$ cat config.mk
export PLATFORM = sky130hd
export DESIGN_NAME = dgcc_ctrl
export DESIGN_NICKNAME = d
export VERILOG_FILES = /design/src/hdl/directed_graph_cycle_check_defines.svh /design/src/hdl/dgcc_pkg.sv /design/src/hdl/dgcc_ctrl.sv
export SDC_FILE = /design/constraint.sdc
export NUM_CORES = 1
export LEC_CHECK = 0
export ABC_AREA = 1
export BUFFER_PORTS_ARGS = -buffer_cell sky130_fd_sc_hd__clkbuf_2
export CAP_MARGIN = 20
export CORE_ASPECT_RATIO = 1.2
export CORE_MARGIN = 3
export CORE_UTILIZATION = 25
export CTS_BUF_LIST = sky130_fd_sc_hd__clkbuf_2 sky130_fd_sc_hd__clkbuf_4 sky130_fd_sc_hd__clkbuf_8
export DETAILED_ROUTE_END_ITERATION = 10
export HOLD_SLACK_MARGIN = 0.03
export PLACE_DENSITY = 0.57
export SYNTH_ARGS = -nofsm -noshare
export SYNTH_HDL_FRONTEND = slang
export SYNTH_SLANG_ARGS = --single-unit
$ cat constraint.sdc
create_clock -name clk_i -period 1.6 [get_ports clk_i]
set_clock_uncertainty 0.15 [all_clocks]
set_input_delay 0.32 -clock clk_i [delete_from_list [all_inputs] [get_ports clk_i]]
set_output_delay 0.32 -clock clk_i [all_outputs]
set_load 0.05 [all_outputs]
$ cat src/hdl/directed_graph_cycle_check_defines.svh
// ---------------------------------------------------------------------------
// Directed graph cycle check: assertion macros
// Shared macros for the concurrent checks in the design modules. The macros
// expect clk_i and rst_ni in the enclosing module.
// ---------------------------------------------------------------------------
`ifndef DIRECTED_GRAPH_CYCLE_CHECK_DEFINES_SVH
`define DIRECTED_GRAPH_CYCLE_CHECK_DEFINES_SVH

// The condition holds at every clock edge out of reset.
`define DGCC_ASSERT_ALWAYS(lbl, cond, msg) \
  lbl: assert property (@(posedge clk_i) disable iff (!rst_ni) (cond)) else $error(msg);

// The consequent holds in the same cycle as the antecedent.
`define DGCC_ASSERT_SAME(lbl, ante, cons, msg) \
  lbl: assert property (@(posedge clk_i) disable iff (!rst_ni) (ante) |-> (cons)) else $error(msg);

// The consequent holds in the cycle after the antecedent.
`define DGCC_ASSERT_NEXT(lbl, ante, cons, msg) \
  lbl: assert property (@(posedge clk_i) disable iff (!rst_ni) (ante) |=> (cons)) else $error(msg);

`endif

$ cat src/hdl/dgcc_pkg.sv
// ---------------------------------------------------------------------------
// Directed graph cycle check: shared package
// Sizes, opcodes, controller states, command and status bundles, and the
// mask and priority-encoder helpers used by the datapath.
// ---------------------------------------------------------------------------
`timescale 1ns / 1ps

package dgcc_pkg;

  // Graph size and derived widths.
  localparam int MAX_VERTICES = 64;
  localparam int VTX_W        = $clog2(MAX_VERTICES);
  localparam int CNT_W        = $clog2(MAX_VERTICES + 1);
  localparam int CFG_W        = 7;
  localparam int OP_W         = 2;
  localparam int STK_W        = VTX_W + CNT_W;

  // Opcodes of an input item.
  typedef enum logic [OP_W-1:0] {
    OP_ADD   = 2'd0,
    OP_CLEAR = 2'd1,
    OP_CHECK = 2'd2
  } opcode_e;

  // Controller states.
  typedef enum logic [2:0] {
    ST_IDLE,
    ST_ADD_WR,
    ST_ROOT,
    ST_ROW_RD,
    ST_SCAN,
    ST_POP_WAIT,
    ST_DONE
  } state_e;

  // Commands from the controller to the datapath.
  typedef struct packed {
    logic add_rd;
    logic add_wr;
    logic clear_graph;
    logic chk_init;
    logic root_start;
    logic row_rd;
    logic scan_skip;
    logic scan_push;
    logic scan_pop;
    logic pop_load;
    logic set_res;
    logic res_val;
    logic res_load;
  } cmd_t;

  // Status from the datapath to the controller.
  typedef struct packed {
    opcode_e in_op;
    logic    add_ok;
    logic    root_found;
    logic    scan_found;
    logic    scan_hit;
    logic    scan_can_push;
    logic    depth_one;
    logic    out_free;
  } sts_t;

  // Result of a lowest-set-bit search.
  typedef struct packed {
    logic             found;
    logic [VTX_W-1:0] idx;
  } pick_t;

  // Mask with every bit below k set.
  function automatic logic [MAX_VERTICES-1:0] low_mask(input logic [CNT_W-1:0] k);
    logic [MAX_VERTICES-1:0] m;
    for (int i = 0; i < MAX_VERTICES; i++) begin
      m[i] = (i < int'(k));
    end
    return m;
  endfunction

  // Priority encoder: index of the lowest set bit.
  function automatic pick_t first_set(input logic [MAX_VERTICES-1:0] vec);
    pick_t p;
    p.found = 1'b0;
    p.idx   = '0;
    for (int i = MAX_VERTICES - 1; i >= 0; i--) begin
      if (vec[i]) begin
        p.found = 1'b1;
        p.idx   = VTX_W'(i);
      end
    end
    return p;
  endfunction

endpackage

$ cat src/hdl/dgcc_ctrl.sv
// ---------------------------------------------------------------------------
// Directed graph cycle check: controller
// Sequences edge adds, graph clears and the depth-first search, and hands
// the result to the output register.
// ---------------------------------------------------------------------------
`timescale 1ns / 1ps

module dgcc_ctrl (
  input  logic          clk_i,
  input  logic          rst_ni,
  input  logic          in_valid_i,
  output logic          in_stall_o,
  input  dgcc_pkg::sts_t sts_i,
  output dgcc_pkg::cmd_t cmd_o
);

  dgcc_pkg::state_e state_q, state_d;

  // State register.
  always_ff @(posedge clk_i or negedge rst_ni) begin
    if (!rst_ni) begin
      state_q <= dgcc_pkg::ST_IDLE;
    end else begin
      state_q <= state_d;
    end
  end

  // Items are taken only while no operation is in progress.
  assign in_stall_o = (state_q != dgcc_pkg::ST_IDLE);

  // Next state and commands.
  always_comb begin
    state_d = state_q;
    cmd_o   = '0;
    case (state_q)
      dgcc_pkg::ST_IDLE: begin
        if (in_valid_i) begin
          case (sts_i.in_op)
            dgcc_pkg::OP_ADD: begin
              if (sts_i.add_ok) begin
                cmd_o.add_rd = 1'b1;
                state_d      = dgcc_pkg::ST_ADD_WR;
              end
            end
            dgcc_pkg::OP_CLEAR: begin
              cmd_o.clear_graph = 1'b1;
            end
            dgcc_pkg::OP_CHECK: begin
              cmd_o.chk_init = 1'b1;
              state_d        = dgcc_pkg::ST_ROOT;
            end
            default: begin
              state_d = dgcc_pkg::ST_IDLE;
            end
          endcase
        end
      end
      dgcc_pkg::ST_ADD_WR: begin
        cmd_o.add_wr = 1'b1;
        state_d      = dgcc_pkg::ST_IDLE;
      end
      dgcc_pkg::ST_ROOT: begin
        // Start a new tree at the lowest unvisited vertex, or finish clean.
        if (sts_i.root_found) begin
          cmd_o.root_start = 1'b1;
          state_d          = dgcc_pkg::ST_ROW_RD;
        end else begin
          cmd_o.set_res = 1'b1;
          cmd_o.res_val = 1'b0;
          state_d       = dgcc_pkg::ST_DONE;
        end
      end
      dgcc_pkg::ST_ROW_RD: begin
        cmd_o.row_rd = 1'b1;
        state_d      = dgcc_pkg::ST_SCAN;
      end
      dgcc_pkg::ST_SCAN: begin
        if (!sts_i.scan_found) begin
          cmd_o.scan_pop = 1'b1;
          state_d        = sts_i.depth_one ? dgcc_pkg::ST_ROOT : dgcc_pkg::ST_POP_WAIT;
        end else if (sts_i.scan_hit) begin
          cmd_o.set_res = 1'b1;
          cmd_o.res_val = 1'b1;
          state_d       = dgcc_pkg::ST_DONE;
        end else if (sts_i.scan_can_push) begin
          cmd_o.scan_push = 1'b1;
          state_d         = dgcc_pkg::ST_ROW_RD;
        end else begin
          cmd_o.scan_skip = 1'b1;
        end
      end
      dgcc_pkg::ST_POP_WAIT: begin
        cmd_o.pop_load = 1'b1;
        state_d        = dgcc_pkg::ST_ROW_RD;
      end
      dgcc_pkg::ST_DONE: begin
        if (sts_i.out_free) begin
          cmd_o.res_load = 1'b1;
          state_d        = dgcc_pkg::ST_IDLE;
        end
      end
      default: begin
        state_d = dgcc_pkg::ST_IDLE;
      end
    endcase
  end

endmodule

== Word-level counts from Yosys, hierarchy flattened ==
Cells that the tools add are included.

* Input bits: 12
* Output and inout port bits: 14
* Bits in registers: 3

* Mux-type cells: 35
* Equality and inequality tests: 13
* Reductions and logical operators: 4

{| class="wikitable"
|+ Operators with widths
! kind !! number
|-
| two-way mux 3 bit || 9
|-
| case mux 3 bit (6 select lines) || 1
|-
| two-way mux 1 bit || 16
|-
| two-way mux 2 bit || 7
|-
| == test 3 bit, second input constant || 3
|-
| case mux 3 bit (3 select lines) || 1
|-
| == test 3 x 2 -> 1 bit, second input constant || 2
|-
| inequality test 2 bit, second input constant || 3
|-
| AND reduction 5 bit || 1
|-
| inequality test 4 bit, second input constant || 1
|-
| case mux 2 bit (2 select lines) || 1
|-
| == test 3 x 1 -> 1 bit, second input constant || 1
|-
| logical NOT 3 bit || 1
|-
| inequality test 3 bit, second input constant || 1
|-
| nonzero test 3 bit || 1
|-
| == test 2 x 1 -> 1 bit, second input constant || 1
|-
| == test 2 bit, second input constant || 1
|-
| logical NOT 2 bit || 1
|}

== Logic depth before layout (Yosys ltp) ==
Gate-level depths: netlist of the first run.

* Word-level depth: 4
* Depth in mapped cells: 8

== Least setup slack after synthesis of the first run ==
OpenSTA, ideal clock, no wires.

* Path kind: flip-flop to output port
* Start: reg state_q[1]
* End: out cmd_o[10] in the netlist's numbering
* Data required time: 1130 ps
* Cell stages (with the launch flop): 6
* Path slack: -926 ps
* Data arrival time: 2056 ps
* Cell sequence: dfrtp_1 inv_2 nand2_2 nor2_4 inv_1 nor3_1

{| class="wikitable"
|+ RTL lines
! element !! line !! RTL
|-
| from (decl) || dgcc_ctrl.sv:17 || <nowiki>dgcc_pkg::state_e state_q, state_d;</nowiki>
|-
| from (signal assigned) || dgcc_ctrl.sv:22 || <nowiki>state_q <= dgcc_pkg::ST_IDLE;</nowiki>
|-
| from (signal assigned) || dgcc_ctrl.sv:24 || <nowiki>state_q <= state_d;</nowiki>
|-
| to (decl) || dgcc_ctrl.sv:14 || <nowiki>output dgcc_pkg::cmd_t cmd_o</nowiki>
|}

==> results of run 1 <==
[layout make-up]
cell class / instances / area, µm²
timing repair buffer: 42 / 412
fill: 130 / 495
tap: 17 / 21.3
sequential: 3 / 76.3
clock buffer: 4 / 30.0
inverter: 15 / 56.3
multi-input combinational: 47 / 392
[what timing repair did]
action,in CTS,in global routing
buffers inserted,3,0
endpoints found under the setup margin,14,14
hold endpoints to repair,3,0
pin swaps,3,4
resized for setup,32,16
hold buffers,1,0
[synth_stat cells (2+ instances only)]
cell type	count
inv_1	12
nand2_1	10
nor2_1	7
nand3_1	5
nand4_1	4
nor3_1	4
dfrtp_1	3
inv_2	3
nand2_2	3
nor2_4	3
nor2_2	2
[logic make-up after synthesis]
kind of cell    after synthesis
flops                         3
compound gates                4
buf+inv                      16
simple gates                 43
[worst min path at each step]
stage	slack (ps)	cells after the start	startpoint	endpoint
after global routing	280	2	rst_ni	state_q[1]$_DFFE_PN0P_
final	260	2	rst_ni	state_q[1]$_DFFE_PN0P_
after detailed placement	-30	1	rst_ni	state_q[0]$_DFFE_PN0P_
after floorplan	-130	0	rst_ni	state_q[0]$_DFFE_PN0P_
after CTS	260	2	rst_ni	state_q[1]$_DFFE_PN0P_
after global placement	-30	1	rst_ni	state_q[2]$_DFFE_PN0P_
[stage by stage]
step / hold WS, ps / instances
2_1_floorplan: -126 / 66
3_3_place_gp: -33.3 / 120
3_5_place_dp: -31.1 / 120
4_1_cts: 257 / 128
5_1_grt: 276 / 128
6_report: 265 / 128
[routing by layer]
metal / part of all wire / up-vias
li1: - / 304
met1: 0.39 / 271
met2: 0.56 / 16
met3: 0.044 / 0
met4: 0 / 0
met5: 0 / -
[worst max-delay path: stages (launching register included)]
cell,delay (ps)
dfrtp_1,420
inv_2,80
nand2_2,70
nor2_4,120
nand3_2,100
nor3_4,140
buf_8,160
[power breakdown]
group | switching, W | leakage [nW] | total [W] | internal, W
combinational | 0.000596 | 0.437 | 0.00104 | 0.000446
sequential | 0.0000454 | 0.0381 | 0.000148 | 0.000102
clock | 0.0000421 | 0.0184 | 0.000153 | 0.000111
total | 0.000683 | 0.493 | 0.00134 | 0.000659
==> results.json, run 1 <==
{
  "status": "finished, violations left",
  "violations": "setup timing",
  "p_leak_nw": 0.493,
  "vias": 591,
  "antenna_found_initial": 0,
  "report.final.slew_viol_count": 0,
  "clkLatencyLatePin_ps": 230,
  "final_util": 0.666,
  "cts_buffers": 3,
  "p_per_area_mw_per_mm2": 1360,
  "finalCritPeriodShare": 1.13,
  "port_buffers": 25,
  "maxCapViolCount": 0,
  "synth_mux_area_frac": 0,
  "design_area_um2": 987,
  "start_kind": "register",
  "synthFlopType": "dfrtp_1",
  "synthXorXnorAreaFrac": 0,
  "layout.nets": 124,
  "setup_viol": 14,
  "critPathLaunch": "state_q[1]$_DFFE_PN0P_",
  "rsz0062_at_grt": "yes",
  "hpwl_um": 1080,
  "critical_path.max_fanout": 3,
  "synth_adder_area_share": 0,
  "rr_endpoint": "state_q[0]$_DFFE_PN0P_",
  "slew_headroom": 0.830,
  "reg2reg_from": "state_q[0]$_DFFE_PN0P_",
  "syn_to_final_growth_pct": 141,
  "dpl_worst_slack_ps": -162,
  "place_area_um2": 742,
  "avgSynthCellArea_um2": 6.22,
  "synth_simple_gate_area_frac": 0.595,
  "synth_cell_type_count": 21,
  "largest_reg_flops": 3,
  "via_per_inst": 4.62,
  "fmax_mhz": 554,
  "top_register": "state_q",
  "synth_top_cell_by_area": "dfrtp_1",
  "use_met1": 0.161,
  "htree_levels": 1,
  "clock_path_buffers": 2,
  "drt-total-wl_um": 1380,
  "busiest_layer": "met2",
  "worst_setup_path_end_kind": "output port",
  "grt_max_degree": 7,
  "required_ps": 1130,
  "ys_seq_elements": 3,
  "peakVddDrop_mv": 0.759,
  "critPathKind": "register to output port",
  "die_h_um": 50.4,
  "synth-compound-area-share": 0.0518,
  "final_common_cell": "buf_4",
  "total_power_w": 0.00134,
  "grt_pass1_vias": 625,
  "clk_pin_slew_ps": 40,
  "drt_iter0_markers": 2,
  "min_period_ps": 1810,
  "gp_congestion": 0.788,
  "synth_top_family_by_area": "simple AND/OR/NAND/NOR gates",
  "placementRows": 15,
  "cts_tree": "built",
  "worst_slack_ps": -205,
  "synth.net_count": 78,
  "wl_per_cell_um": 10.8,
  "cts-root-buf": "clkbuf_4",
  "synthArstFlopShare": 1.00,
  "min_path_type": "input pin to async pin",
  "grt_util_met3": 0.0287,
  "route.detailed.drc": 0,
  "synth_top_area_frac": 0.183,
  "overflow": 0,
  "drive_gt1_frac": 0.658,
  "crit_arrival_ps": 1340,
  "clock-sinks": 3,
  "drt_pre_antenna_iters": 3,
  "coreArea_mm2": 0.00148,
  "final_cell_mix": "buf_4, buf_8, clkbuf_2",
  "ios": 26,
  "die_w_um": 43.0,
  "ys_seq_area_frac": 0.183,
  "tightestPinTransition_ps": 255,
  "grt_pass1_wl_um": 2480,
  "ys_top_cells_by_area": "dfrtp_1, inv_1, nand2_1, nor2_4, nor2_1",
  "reg2reg_depth": 9,
  "diodes": 0,
  "finalHoldViolations": 0,
  "crit_end": "cmd_o[12]",
  "syn_area_um2": 410,
  "reg_top3": "state_q x3",
  "tns_ps": -1960,
  "initial_utilization": 0.277,
  "track_usage": 0.146,
  "netlist_instances": 66,
  "ys_warn_count": 0,
  "synth_edf_count": 0,
  "postRouteAntennaNets": 0,
  "r2r_setup_slack_ps": 130,
  "dieArea_mm2": 0.00217,
  "met2_usage": 0.268
}
Note: power is estimated with default switching activity, not from simulation.
==> run 2, diff against run 1 <==
--- a/config.mk
+++ b/config.mk
@@ -14,7 +14,6 @@
 export CTS_BUF_LIST = sky130_fd_sc_hd__clkbuf_2 sky130_fd_sc_hd__clkbuf_4 sky130_fd_sc_hd__clkbuf_8
 export DETAILED_ROUTE_END_ITERATION = 10
 export HOLD_SLACK_MARGIN = 0.03
-export PLACE_DENSITY = 0.57
 export SYNTH_ARGS = -nofsm -noshare
 export SYNTH_HDL_FRONTEND = slang
 export SYNTH_SLANG_ARGS = --single-unit
==> constraint.sdc (replaced) <==
create_clock -name clk_i -period 1.95 [get_ports clk_i]
set_clock_uncertainty 0.15 [all_clocks]
set_input_delay 0.39 -clock clk_i [delete_from_list [all_inputs] [get_ports clk_i]]
set_output_delay 0.39 -clock clk_i [all_outputs]
set_load 0.05 [all_outputs]
==> results.json, run 2 (synthesis gave the netlist of run 1 again) <==
{
  "status": "finished, final reports clean",
  "htree_levels": 1,
  "largest_reg_flops": 3,
  "critPathMaxStageDelay_ps": 460,
  "peakVddDrop_mv": 0.530,
  "antenna_found_initial": 0,
  "min_period_ps": 1910,
  "coreArea_mm2": 0.00148,
  "total_power_w": 0.000845,
  "die_w_um": 43.0,
  "clock_path_buffers": 2,
  "cpLargestDelayFamily": "flip-flops",
  "layout.nets": 111,
  "clkLatencyLatePin_ps": 230,
  "vias": 525,
  "fmax_mhz": 524,
  "reg_top3": "state_q x3",
  "maxCapViolCount": 0,
  "slew_headroom": 0.815,
  "p_per_area_mw_per_mm2": 1190,
  "final_common_cell": "clkbuf_2",
  "cts_tree": "built",
  "cts_buffers": 3,
  "hpwl_um": 965,
  "placementRows": 15,
  "report.final.slew_viol_count": 0,
  "critical_path.max_fanout": 5,
  "die_h_um": 50.4,
  "clock-sinks": 3,
  "min_path_type": "input pin to async pin",
  "start_kind": "register",
  "via_per_inst": 4.57,
  "overflow": 0,
  "worst_setup_path_end_kind": "output port",
  "drive_gt1_frac": 0.561,
  "postRouteAntennaNets": 0,
  "cp_num_buf_inv": 2,
  "wl_per_cell_um": 10.0,
  "dieArea_mm2": 0.00217,
  "whs_ps": 343,
  "route.detailed.drc": 0,
  "drt-total-wl_um": 1160,
  "port_buffers": 25,
  "diodes": 0,
  "tightestPinTransition_ps": 278,
  "critPathKind": "register to output port",
  "top_register": "state_q",
  "syn_to_final_growth_pct": 73.2,
  "crit_arrival_ps": 1370,
  "track_usage": 0.117,
  "final_cell_mix": "clkbuf_2, inv_1, nand2_1, clkbuf_4, nor2_1",
  "drt_iter0_markers": 6,
  "grt_pass1_wl_um": 1960,
  "ios": 26,
  "clk_pin_slew_ps": 40,
  "path_cells": "inv_4 > nand2_4 > nor2_4 > nand3_2 > nor3_4 > buf_8",
  "setup_viol": 0,
  "crit_slowest_cell": "dfrtp_2",
  "grt_max_degree": 10,
  "initial_utilization": 0.277,
  "gp_congestion": 0.842,
  "grt_pass1_vias": 492,
  "required_ps": 1410,
  "cts-root-buf": "clkbuf_4",
  "p_leak_nw": 0.399,
  "finalHoldViolations": 0,
  "rsz0062_at_grt": "yes",
  "drt_pre_antenna_iters": 4,
  "finalCritPeriodShare": 0.979
}
-- run 2: cell count changes in the layout (fill, tap and decap cells not counted), moves of 5 or more --
cell      before  now
buf_4         15    3
clkbuf_4       4   10
buf_8         12    2
clkbuf_2      11   16
-- run 2: area by class of cell --
class	count	area [µm²]
Clock buffer	4	30.0
Fill cell	150	772
Inverter	15	61.3
Multi-Input combinational cell	47	320
Sequential cell	3	78.8
Tap cell	17	21.3
Timing Repair Buffer	29	199
-- run 2: stage by stage --
stage          TNS (ps)  instance area, µm²  cells  utilization  setup WS [ps]
6_report              0                 711    115        0.479           41.5
3_5_place_dp          0                 598    109        0.403           98.7
2_1_floorplan      -123                 450     66            -          -72.7
5_1_grt           -44.4                 711    115        0.479          -25.7
3_3_place_gp          0                 598    109        0.403            147
4_1_cts           -50.4                 676    114        0.456          -35.6
-- run 2: layer usage --
metal	routed length, µm	vias to the layer above	share of wire	GRT usage
met5	0	-	0	0
met4	10	0	0.0087	0.0603
li1	-	277	-	-
met2	584	18	0.51	0.203
met1	487	228	0.42	0.139
met3	72	2	0.062	0.0143
-- run 2: report_power, final --
group          switching (W)  internal (W)  leakage [nW]  total [W]
clock network      0.0000292     0.0000903        0.0184   0.000120
logic               0.000388      0.000196         0.345   0.000584
registers          0.0000544     0.0000867        0.0353   0.000141
-- run 2: final timing paths --
path                       depth (start not counted)              startpoint  slack (ps)                      to
max                                                6  state_q[1]$_DFFE_PN0P_          40               cmd_o[12]
min                                                2                  rst_ni         340  state_q[0]$_DFFE_PN0P_
max reg2reg                                        8  state_q[1]$_DFFE_PN0P_         470  state_q[1]$_DFFE_PN0P_
min reg2reg                                        2  state_q[1]$_DFFE_PN0P_         600  state_q[1]$_DFFE_PN0P_
max in group asynchronous                          2                  rst_ni        1180  state_q[1]$_DFFE_PN0P_
min in group clk_i                                 4                sts_i[5]         390  state_q[2]$_DFFE_PN0P_
-- run 2: timing repair --
action	4_1_cts	5_1_grt
setup buffers	0	1
pin swaps	0	0
resized for setup	12	13
hold buffers	1	0
endpoints found under the setup margin	9	10
hold endpoints to repair	3	0
gates cloned	0	0
